<file path="config.mk">
export PLATFORM = sky130hd
export DESIGN_NAME = rc4_ctrl
export DESIGN_NICKNAME = d
export VERILOG_FILES = /design/src/hw/rtl/rc4_pkg.sv /design/src/hw/rtl/rc4_ctrl.sv
export VERILOG_INCLUDE_DIRS = /design/src /design/src/hw/rtl
export SDC_FILE = /design/constraint.sdc
export NUM_CORES = 1
export LEC_CHECK = 0
export BUFFER_PORTS_ARGS = -buffer_cell sky130_fd_sc_hd__buf_2
export CORE_AREA = 5 5 42 44
export CTS_CLUSTER_SIZE = 24
export DETAILED_ROUTE_END_ITERATION = 8
export DIE_AREA = 0 0 47 49
export PLACE_DENSITY_LB_ADDON = 0.08
export SETUP_SLACK_MARGIN = 0.5
export SYNTH_ARGS = -nofsm -noshare
export SYNTH_HDL_FRONTEND = slang
export SYNTH_SLANG_ARGS = --single-unit
</file>
<file path="constraint.sdc">
create_clock -name clock -period 1.8 [get_ports clock]
set_input_delay 0.27 -clock clock [delete_from_list [all_inputs] [get_ports clock]]
set_output_delay 0.27 -clock clock [all_outputs]
set_load 0.1 [all_outputs]
</file>
<file path="src/hw/rtl/rc4_stream_cipher_top_defines.svh">
// assertion macros for the rc4 rtl, used by the controller
`ifndef RC4_STREAM_CIPHER_TOP_DEFINES_SVH
`define RC4_STREAM_CIPHER_TOP_DEFINES_SVH
`ifndef NO_ASSERTIONS
`define RC4_ASSERT(label, prop) \
   label: assert property (@(posedge clock) disable iff (reset) prop) \
      else $error("rc4 check failed");
`define RC4_ASSERT_RST(label, prop) \
   label: assert property (@(posedge clock) prop) \
      else $error("rc4 reset check failed");
`else
`define RC4_ASSERT(label, prop)
`define RC4_ASSERT_RST(label, prop)
`endif
`endif

</file>
<file path="src/hw/rtl/rc4_pkg.sv">
`default_nettype none
package rc4_pkg;

   localparam int unsigned CFG_W     = 9;
   localparam int unsigned DATA_W    = 8;
   localparam int unsigned KIND_W    = 2;
   localparam int unsigned MOD_W     = 10;
   localparam int unsigned MOD_CMP_W = 18;
   localparam int unsigned CSR_IDX_W = 1;
   localparam int unsigned SH_W      = 4;

   localparam logic [CFG_W-1:0] STATE_SIZE_RESET = 9'd256;
   localparam logic [CFG_W-1:0] KEY_LENGTH_RESET = 9'd16;
   localparam logic [CFG_W-1:0] KEY_DEPTH        = 9'd256;

   // the reducer walks shift amounts 8 down to 0, three per pass
   localparam logic [SH_W-1:0] MOD_SH_TOP  = 4'd8;
   localparam logic [SH_W-1:0] MOD_SH_LAST = 4'd2;
   localparam logic [SH_W-1:0] MOD_SH_STEP = 4'd3;

   typedef enum logic [KIND_W-1:0] {
      KIND_LOAD_STATE,
      KIND_LOAD_KEY,
      KIND_SCHEDULE,
      KIND_ENCRYPT
   } kind_type;

   typedef enum logic [CSR_IDX_W-1:0] {
      CSR_STATE_SIZE,
      CSR_KEY_LENGTH
   } csr_index_type;

   typedef enum logic [1:0] {SR_NONE, SR_I, SR_J, SR_SEL} state_rd_type;
   typedef enum logic [1:0] {SW_NONE, SW_LOAD, SW_I, SW_J} state_wr_type;
   typedef enum logic [1:0] {MX_KS, MX_I, MX_J, MX_SEL} mod_src_type;
   typedef enum logic [1:0] {DST_NONE, DST_I, DST_J, DST_SEL} mod_dst_type;

   typedef enum logic [4:0] {
      ST_IDLE,
      ST_DECODE,
      ST_KS_RD,
      ST_KS_MOD,
      ST_KS_MODW,
      ST_KS_RDJ,
      ST_KS_WI,
      ST_KS_WJ,
      ST_GI_MOD,
      ST_GI_MODW,
      ST_G_RDI,
      ST_GJ_MOD,
      ST_GJ_MODW,
      ST_G_RDJ,
      ST_G_WI,
      ST_G_WJ,
      ST_GS_MOD,
      ST_GS_MODW,
      ST_G_RDS,
      ST_G_OUT
   } ctrl_state_type;

   typedef struct packed {
      logic         capture;
      state_rd_type state_rd;
      logic         key_rd;
      state_wr_type state_wr;
      logic         key_wr;
      logic         mod_start;
      mod_src_type  mod_src;
      mod_dst_type  mod_dst;
      logic         ks_init;
      logic         ks_next;
      logic         gen_clear;
      logic         rsp_load;
   } dp_cmd_type;

   typedef struct packed {
      kind_type kind;
      logic     mod_done;
      logic     ks_last;
      logic     rsp_free;
   } dp_status_type;

   // one restoring step: subtract n << sh when it fits
   function automatic logic [MOD_W-1:0] mod_step(input logic [MOD_W-1:0] rem,
                                                 input logic [CFG_W-1:0] n,
                                                 input logic [SH_W-1:0] sh);
      logic [MOD_CMP_W-1:0] d;
      logic [MOD_W-1:0]     res;
      d   = {{(MOD_CMP_W-CFG_W){1'b0}}, n} << sh;
      res = rem;
      if ({{(MOD_CMP_W-MOD_W){1'b0}}, rem} >= d) begin
         res = rem - d[MOD_W-1:0];
      end
      return res;
   endfunction

endpackage
`default_nettype wire

</file>
<file path="src/hw/rtl/rc4_ctrl.sv">
`default_nettype none
`include "rc4_stream_cipher_top_defines.svh"
module rc4_ctrl (
   input  wire logic                    clock,
   input  wire logic                    reset,
   input  wire logic                    req_tvalid,
   output logic                         req_tready,
   input  wire rc4_pkg::dp_status_type  status,
   output rc4_pkg::dp_cmd_type          cmd
);
   import rc4_pkg::*;

   ctrl_state_type state_ff, state_in;

   always_ff @(posedge clock) begin
      if (reset) begin
         state_ff <= ST_IDLE;
      end else begin
         state_ff <= state_in;
      end
   end

   always_comb begin
      state_in       = state_ff;
      req_tready     = 1'b0;
      cmd.capture    = 1'b0;
      cmd.state_rd   = SR_NONE;
      cmd.key_rd     = 1'b0;
      cmd.state_wr   = SW_NONE;
      cmd.key_wr     = 1'b0;
      cmd.mod_start  = 1'b0;
      cmd.mod_src    = MX_KS;
      cmd.mod_dst    = DST_NONE;
      cmd.ks_init    = 1'b0;
      cmd.ks_next    = 1'b0;
      cmd.gen_clear  = 1'b0;
      cmd.rsp_load   = 1'b0;
      case (state_ff)
         ST_IDLE: begin
            req_tready = 1'b1;
            if (req_tvalid) begin
               cmd.capture = 1'b1;
               state_in    = ST_DECODE;
            end
         end
         ST_DECODE: begin
            case (status.kind)
               KIND_LOAD_STATE: begin
                  cmd.state_wr = SW_LOAD;
                  state_in     = ST_IDLE;
               end
               KIND_LOAD_KEY: begin
                  cmd.key_wr = 1'b1;
                  state_in   = ST_IDLE;
               end
               KIND_SCHEDULE: begin
                  cmd.ks_init = 1'b1;
                  state_in    = ST_KS_RD;
               end
               default: state_in = ST_GI_MOD;
            endcase
         end
         // key schedule, one state entry per pass
         ST_KS_RD: begin
            cmd.state_rd = SR_I;
            cmd.key_rd   = 1'b1;
            state_in     = ST_KS_MOD;
         end
         ST_KS_MOD: begin
            cmd.mod_start = 1'b1;
            cmd.mod_src   = MX_KS;
            state_in      = ST_KS_MODW;
         end
         ST_KS_MODW: begin
            if (status.mod_done) begin
               cmd.mod_dst = DST_J;
               state_in    = ST_KS_RDJ;
            end
         end
         ST_KS_RDJ: begin
            cmd.state_rd = SR_J;
            state_in     = ST_KS_WI;
         end
         ST_KS_WI: begin
            cmd.state_wr = SW_I;
            state_in     = ST_KS_WJ;
         end
         ST_KS_WJ: begin
            cmd.state_wr = SW_J;
            if (status.ks_last) begin
               cmd.gen_clear = 1'b1;
               state_in      = ST_IDLE;
            end else begin
               cmd.ks_next = 1'b1;
               state_in    = ST_KS_RD;
            end
         end
         // generator step
         ST_GI_MOD: begin
            cmd.mod_start = 1'b1;
            cmd.mod_src   = MX_I;
            state_in      = ST_GI_MODW;
         end
         ST_GI_MODW: begin
            if (status.mod_done) begin
               cmd.mod_dst = DST_I;
               state_in    = ST_G_RDI;
            end
         end
         ST_G_RDI: begin
            cmd.state_rd = SR_I;
            state_in     = ST_GJ_MOD;
         end
         ST_GJ_MOD: begin
            // (j mod n + s[i]) mod n folds into one reduction
            cmd.mod_start = 1'b1;
            cmd.mod_src   = MX_J;
            state_in      = ST_GJ_MODW;
         end
         ST_GJ_MODW: begin
            if (status.mod_done) begin
               cmd.mod_dst = DST_J;
               state_in    = ST_G_RDJ;
            end
         end
         ST_G_RDJ: begin
            cmd.state_rd = SR_J;
            state_in     = ST_G_WI;
         end
         ST_G_WI: begin
            cmd.state_wr = SW_I;
            state_in     = ST_G_WJ;
         end
         ST_G_WJ: begin
            cmd.state_wr = SW_J;
            state_in     = ST_GS_MOD;
         end
         ST_GS_MOD: begin
            cmd.mod_start = 1'b1;
            cmd.mod_src   = MX_SEL;
            state_in      = ST_GS_MODW;
         end
         ST_GS_MODW: begin
            if (status.mod_done) begin
               cmd.mod_dst = DST_SEL;
               state_in    = ST_G_RDS;
            end
         end
         ST_G_RDS: begin
            cmd.state_rd = SR_SEL;
            state_in     = ST_G_OUT;
         end
         ST_G_OUT: begin
            if (status.rsp_free) begin
               cmd.rsp_load = 1'b1;
               state_in     = ST_IDLE;
            end
         end
         default: state_in = ST_IDLE;
      endcase
   end

   `RC4_ASSERT(a_rsp_slot_free, cmd.rsp_load |-> status.rsp_free)
   `RC4_ASSERT(a_mod_result_ready, (cmd.mod_dst != DST_NONE) |-> status.mod_done)
   `RC4_ASSERT(a_accept_decodes, (req_tvalid && req_tready) |=> (state_ff == ST_DECODE))
   `RC4_ASSERT(a_swap_after_read, (cmd.state_wr == SW_I) |-> ($past(cmd.state_rd) == SR_J))
   `RC4_ASSERT_RST(a_reset_idle, reset |=> (state_ff == ST_IDLE))

endmodule
`default_nettype wire

</file>
==> results of run 1 <==
## logic make-up after synthesis
logic type             Yosys count
XOR/XNOR                         2
AO/OA/AOI/OAI                   18
flip-flops                       5
buffers and inverters           10
AND/OR/NAND/NOR                 46
## metrics by stage
| stage | cell area [µm²] | hold slack [ns] |
|---|---|---|
| 3_5_place_dp | 1244 | 0.5091 |
| 3_3_place_gp | 1244 | 0.5106 |
| 2_1_floorplan | 838.3 | 0.3288 |
==> impl_metrics.toml, run 1 <==
[status]
stop_stage = "clock tree synthesis"
status = "did not finish"
error = "[ERROR DPL-0038] Utilization greater than 100%, impossible to legalize"

[placed_design]
placed_cells = 126
place_ws_ns = 0.1114
port_buffers = 24
gp_congestion = 0.8595
dpl.hpwl_mm = 1.861

[logic_synthesis]
yosysTopAreaCell = "dfxtp_1"
yosysSeqAreaShare_pct = 18.35
synth-edff-count = 0
synthSimpleGateAreaFrac_pct = 47.94
synthAdderAreaFrac_pct = 0
synth.area.top_cells = "dfxtp_1, nor2_1, a21oi_1"
synth_top_family_by_area = "simple AND/OR/NAND/NOR gates"
synth_compound_area_share_pct = 23.39
synth_top_area_share_pct = 18.35
yosys-mux-area-fraction_pct = 0
ys.flop_type = "dfxtp_1"
synth.most_common_cell = "nor2_1"
synthDistinctLibCells = 37
synth_commonest_cells = "nor2_1, clkbuf_1, nand2_1"
syn_inst = 81
synth-seq-cells = 5
synthXorXnorAreaFrac_pct = 3.211
syn_area_per_cell_um2 = 6.735
syn_area_um2 = 545.5
synth_fp_nets = 89
yosysWarnings = 0
synthArstFlopShare_pct = 0

[cts]
cts_setup_buffers = 19
post_cts_resized = 40
clk_path_buf_depth = 2
cts-buffers-inserted = 3
cts_root_buffer = "clkbuf_4"
htreeDepth = 1
hold_buffers = 0
clock-sinks = 5

[die]
die-width_um = 47
initial_core_util_pct = 38.93
fp-row-count = 14
io_pins = 25
fp.dieH_um = 49
==> run 2: changes to the inputs <==
--- a/config.mk
+++ b/config.mk
@@ -7,12 +7,10 @@
 export NUM_CORES = 1
 export LEC_CHECK = 0
 export BUFFER_PORTS_ARGS = -buffer_cell sky130_fd_sc_hd__buf_2
-export CORE_AREA = 5 5 42 44
-export CTS_CLUSTER_SIZE = 24
+export CORE_AREA = 5 5 66 68
 export DETAILED_ROUTE_END_ITERATION = 8
-export DIE_AREA = 0 0 47 49
-export PLACE_DENSITY_LB_ADDON = 0.08
-export SETUP_SLACK_MARGIN = 0.5
+export DIE_AREA = 0 0 71 73
+export PLACE_DENSITY_LB_ADDON = 0.15
 export SYNTH_ARGS = -nofsm -noshare
 export SYNTH_HDL_FRONTEND = slang
 export SYNTH_SLANG_ARGS = --single-unit
==> run 2 against run 1 <==
The flow now finishes, with violations (setup timing); synthesized area unchanged; synthesized cell count unchanged.
==> impl_metrics.toml, run 2 <==
[worst_setup_path]
cp_slowest_cell = "or4_4"
critical_path_arrival_ns = 1.58
crit_path_start_kind = "flop"
cp_top_family = "simple AND/OR/NAND/NOR gates"
slowest_delay_ns = 0.43
crit_required_ns = 1.53
path_cells = "or2_4 -> or4_4 -> a21oi_4 -> buf_12"
timing.critical_path.buf_inv = 1
critPathMaxFanout = 6
worstSetupPathType = "flop to output pin"
endpoint_kind = "output pin"

[routing]
routed_wl_mm = 2.166
ant_nets = 0
vias = 754
dr.pass1.iters = 4
drc_errors = 0
drt_iter0_markers = 40
wire_per_inst_um = 12.67
avgViaCountPerCell = 4.409

[logic_synthesis]
synth_top_area_share_pct = 18.35
synth.area.top_cells = "dfxtp_1, nor2_1, a21oi_1"
synth.most_common_cell = "nor2_1"
synth-edff-count = 0
yosysWarnings = 0
syn_area_um2 = 545.5
synth_commonest_cells = "nor2_1, clkbuf_1, nand2_1"
synth_fp_nets = 89
synthDistinctLibCells = 37
syn_area_per_cell_um2 = 6.735
yosysSeqAreaShare_pct = 18.35
yosysTopAreaCell = "dfxtp_1"
syn_inst = 81
synthArstFlopShare_pct = 0
ys.flop_type = "dfxtp_1"
synth-seq-cells = 5

[cts]
clk_pin_slew_worst_paths_ns = 0.03
hold_buffers = 0
clk_latency_ns = 0.22
cts_tree = "done"
clk_path_buf_depth = 2
cts-buffers-inserted = 3
htreeDepth = 1
cts_root_buffer = "clkbuf_8"
clock-sinks = 5

[timing]
rsz0062_at_grt = "true"
setup_viol = 4
maxSlewHeadroom_pct = 76.13
whs_ns = 0.2941
max_freq_mhz = 540.5
layout_setup_ws_ns = -0.05005
fin_skew_ns = 0.0009030
slew_violations = 0
min_period_ns = 1.850
setup_tns_ns = -0.08604
post-route-period-util_pct = 102.8
hold_viol_final = 0
tightest_slew_ns = 0.3548

[run]
cap_violations = 0

[status]
violations = "setup timing"
status = "finished, violations left"

[cells_and_area]
largest_register = "state_ff"
final_common_cell = "buf_12"
finalCoreUtilization_pct = 36.40
fin_nets = 130
largest_reg_flops = 5
antenna_cells = 0
reg_top3 = "state_ff x5"
drive_gt1_share_pct = 70.25
most-common-layout-cells = "buf_12, buf_4, nor2_4"
syn_to_final_growth_pct = 153.4

[die]
initial_core_util_pct = 14.36
fp.dieH_um = 73
die-width_um = 71
core_area_mm2 = 0.003799
fp-row-count = 23
die-area_mm2 = 0.005183
io_pins = 25

[pwr]
total_power_uw = 1113
power_leakage_uw = 0.0005102
pwr_density_cell_mw_per_mm2 = 805.1
ir_drop_uv = 353.6

[placed_design]
gp_congestion = 0.8320
place_ws_ns = 0.09636
port_buffers = 24
dpl.hpwl_mm = 1.787

[global_routing]
grt_pass1_wl_mm = 3.615
grt_remaining_overflow = 0
first_global_vias = 795
grt_max_degree = 14
antenna_found_initial = 0
gr-usage-all-layers_pct = 8.620

[hold_path]
hold_class = "input port to flop"
## run 2: cell counts after synthesis
Identical to the previous run, type by type.
## run 2: worst register-to-register path, stage by stage, from the launching register on
cell and delay, ns:
dfxtp_2 0.34, or4_4 0.54, or3_1 0.38, a31o_1 0.23, a21oi_1 0.14
## run 2: final timing paths
| kind | from | to | slack (ns) | depth (start not counted) |
|---|---|---|---|---|
| setup reg to reg | state_ff[4]$_SDFFE_PP0P_ | state_ff[0]$_SDFFE_PP0P_ | 0.08 | 4 |
| hold / removal | reset | state_ff[1]$_SDFFE_PP0P_ | 0.29 | 2 |
| setup / recovery | state_ff[2]$_SDFFE_PP0P_ | cmd[10] | -0.05 | 4 |
| hold reg to reg | state_ff[4]$_SDFFE_PP0P_ | state_ff[2]$_SDFFE_PP0P_ | 0.64 | 2 |
## run 2: cell families after synthesis
| group | Yosys count | synth area share (%) |
|---|---|---|
| AO/OA/AOI/OAI | 18 | 23.40 |
| flip-flops | 5 | 18.35 |
| XOR/XNOR | 2 | 3.212 |
| AND/OR/NAND/NOR | 46 | 47.94 |
| buffers and inverters | 10 | 7.109 |
## run 2: through the flow
stage / instance area [µm²] / cells
after floorplan: 769.5 / 81
after global placement: 1242 / 161
after detailed placement: 1242 / 161
after CTS: 1351 / 170
after global routing: 1383 / 171
final: 1383 / 171
## run 2: what timing repair did
action | 4_1_cts | 5_1_grt
gates resized for setup | 7 | 7
setup endpoints to repair | 12 | 11
buffers inserted | 5 | 1
pin swaps | 7 | 5
## run 2: where the power goes
part	leakage, µW	switching [µW]	internal [µW]
Clock	0.0000228	54.7	152
Sequential	0.0000432	14.6	126
Combinational	0.000444	453	313
Total	0.000510	522	591
## run 2: cell type report
class | count | area [µm²]
fill | 396 | 2416
multi-input combinational | 66 | 618.1
timing repair buffer | 43 | 536.8
sequential | 5 | 108.9
tap | 50 | 62.56
clock buffer | 4 | 45.04
inverter | 3 | 11.26
## run 2: routing by layer
metal / share of wire, % / GRT usage (%) / routed length (µm)
met1: 40 / 8.792 / 856
met2: 54 / 16.27 / 1172
met3: 4.9 / 2.204 / 106
met4: 1.4 / 4.175 / 30
met5: 0 / 0 / 0
(Power assumes the default switching activity.)
==> run 3: changes to the inputs <==
--- a/config.mk
+++ b/config.mk
@@ -7,6 +7,8 @@
 export NUM_CORES = 1
 export LEC_CHECK = 0
 export BUFFER_PORTS_ARGS = -buffer_cell sky130_fd_sc_hd__buf_2
+export CELL_PAD_IN_SITES_DETAIL_PLACEMENT = 1
+export CELL_PAD_IN_SITES_GLOBAL_PLACEMENT = 1
 export CORE_AREA = 5 5 66 68
 export DETAILED_ROUTE_END_ITERATION = 8
 export DIE_AREA = 0 0 71 73
==> run 3 against run 2 <==
The run still ends with setup timing left; design area rose by 3.9%; core utilization is 1.4 points higher; worst hold slack worse by 0.017 ns; final cell count increased by 3.5%; combinational power rose by 5.1%; count of clock-buffer cells in the layout unchanged; critical path type unchanged; critical endpoint unchanged; largest cell class unchanged; largest power group unchanged.
==> impl_metrics.toml, run 3 (synthesis results as in run 2) <==
[status]
status = "finished, violations left"
violations = "setup timing"

[cts]
cts-buffers-inserted = 3
clock-sinks = 5
cts_root_buffer = "clkbuf_8"
clk_path_buf_depth = 2
clk_pin_slew_worst_paths_ns = 0.04
htreeDepth = 1
clk_latency_ns = 0.22
cts_tree = "done"

[timing]
layout_setup_ws_ns = -0.08090
max_freq_mhz = 531.7
slew_violations = 0
tightest_slew_ns = 0.4165
setup_tns_ns = -0.09040
post-route-period-util_pct = 104.5
whs_ns = 0.2776
min_period_ns = 1.881
fin_skew_ns = 0.001467
maxSlewHeadroom_pct = 71.94
hold_viol_final = 0
setup_viol = 2
rsz0062_at_grt = "true"

[routing]
dr.pass1.iters = 4
drc_errors = 0
avgViaCountPerCell = 4.395
wire_per_inst_um = 13.75
routed_wl_mm = 2.433
drt_iter0_markers = 25
ant_nets = 0
vias = 778

[global_routing]
antenna_found_initial = 0
grt_max_degree = 14
grt_pass1_wl_mm = 4.133
first_global_vias = 858
grt_remaining_overflow = 0
gr-usage-all-layers_pct = 9.911

[pwr]
internal-power_uw = 616.9
swShare_pct = 46.48
p_seq_share_pct = 11.9
power_leakage_uw = 0.0005434
clockPowerShare_pct = 18.2
p_switching_uw = 535.7
pwr_density_cell_mw_per_mm2 = 802.4
ir_drop_uv = 534.6
combPwrFrac_pct = 69.9

[cells_and_area]
largest_register = "state_ff"
antenna_cells = 0
fin_nets = 136
most-common-layout-cells = "buf_4, buf_12, nor2_4"
drive_gt1_share_pct = 72.44
fillers = 441
syn_to_final_growth_pct = 163.3
largest_reg_flops = 5
final_common_cell = "buf_4"
reg_top3 = "state_ff x5"

[die]
initial_core_util_pct = 14.36
fp-row-count = 23
io_pins = 25
core_area_mm2 = 0.003799
fp.dieH_um = 73
die-width_um = 71
die-area_mm2 = 0.005183

[worst_setup_path]
critical_path_arrival_ns = 1.61
critPathMaxFanout = 5
crit_required_ns = 1.53
endpoint_kind = "output pin"
crit_path_start_kind = "flop"
worstSetupPathType = "flop to output pin"

[hold_path]
hold_class = "input port to flop"

[placed_design]
place_ws_ns = 0.04251
gp_congestion = 0.7583
port_buffers = 24
dpl.hpwl_mm = 1.885

[run]
cap_violations = 0
run 3: cell types whose count changed in the layout (fill, tap and decap cells not counted):
cell / previous run / this run
buf_4: 15 / 22
dfxtp_2: 4 / 2
a31oi_1: 2 / 1
a31oi_2: 0 / 1
buf_8: 1 / 0
dfxtp_1: 0 / 1
dfxtp_4: 1 / 2
inv_1: 2 / 3
inv_2: 1 / 0
o21ai_1: 1 / 0
o21ai_2: 0 / 1
or3_1: 2 / 1
or3_4: 0 / 1
run 3: path summary, 6_finish.rpt:
check | from | end | slack, ns | cells past startpoint
max | state_ff[2]$_SDFFE_PP0P_ | cmd[10] | -0.08 | 4
min reg2reg | state_ff[4]$_SDFFE_PP0P_ | state_ff[2]$_SDFFE_PP0P_ | 0.59 | 2
min | reset | state_ff[1]$_SDFFE_PP0P_ | 0.28 | 2
max reg2reg | state_ff[2]$_SDFFE_PP0P_ | state_ff[1]$_SDFFE_PP0P_ | 0.10 | 5
run 3: metal layers:
layer  share of wire (%)  vias up  GRT usage (%)
met5                   0        -              0
met3                 3.2        4          1.515
met2                  51       18          17.20
met1                  45      368          11.84
li1                    -      388              -
met4                 1.3        0          5.010
run 3: through the flow:
step	util (%)	cells	cell area (µm²)	total power [µW]
floorplan	-	81	769.5	639.0
global placement	32.51	160	1235	856.5
detailed placement	32.51	160	1235	858.2
CTS	36.73	174	1395	1141
global route	37.81	177	1436	1215
finish	37.81	177	1436	1153
run 3: power by group through the flow:
stage | sequential [µW] | clock, µW | combinational [µW]
floorplan | 139 | 0 | 500
global placement | 141 | 0 | 716
detailed placement | 141 | 0 | 717
CTS | 138 | 223 | 781
global route | 139 | 229 | 847
finish | 137 | 210 | 805
run 3: critical path, cell delays in order (launching register included):
cell and delay (ns):
dfxtp_4 0.35, or2_4 0.26, or4_4 0.43, a21oi_4 0.16, buf_12 0.19
run 3: cell type report:
cell class	instances	area (µm²)	share of cell area (%)
clock buffers	4	45.04	3.136
inverters	3	11.26	0.7840
multi-input cells	66	633.1	44.08
flip-flops and latches	5	110.1	7.666
well taps	50	62.56	4.355
repair buffers	49	574.3	39.98
run 3: what timing repair did:
| item | in CTS | in global routing |
|---|---|---|
| gates cloned | 0 | 0 |
| hold buffers | 0 | 0 |
| setup buffers | 10 | 3 |
| pin swaps | 11 | 4 |
| endpoints found under the setup margin | 13 | 10 |
| gates resized for setup | 10 | 4 |
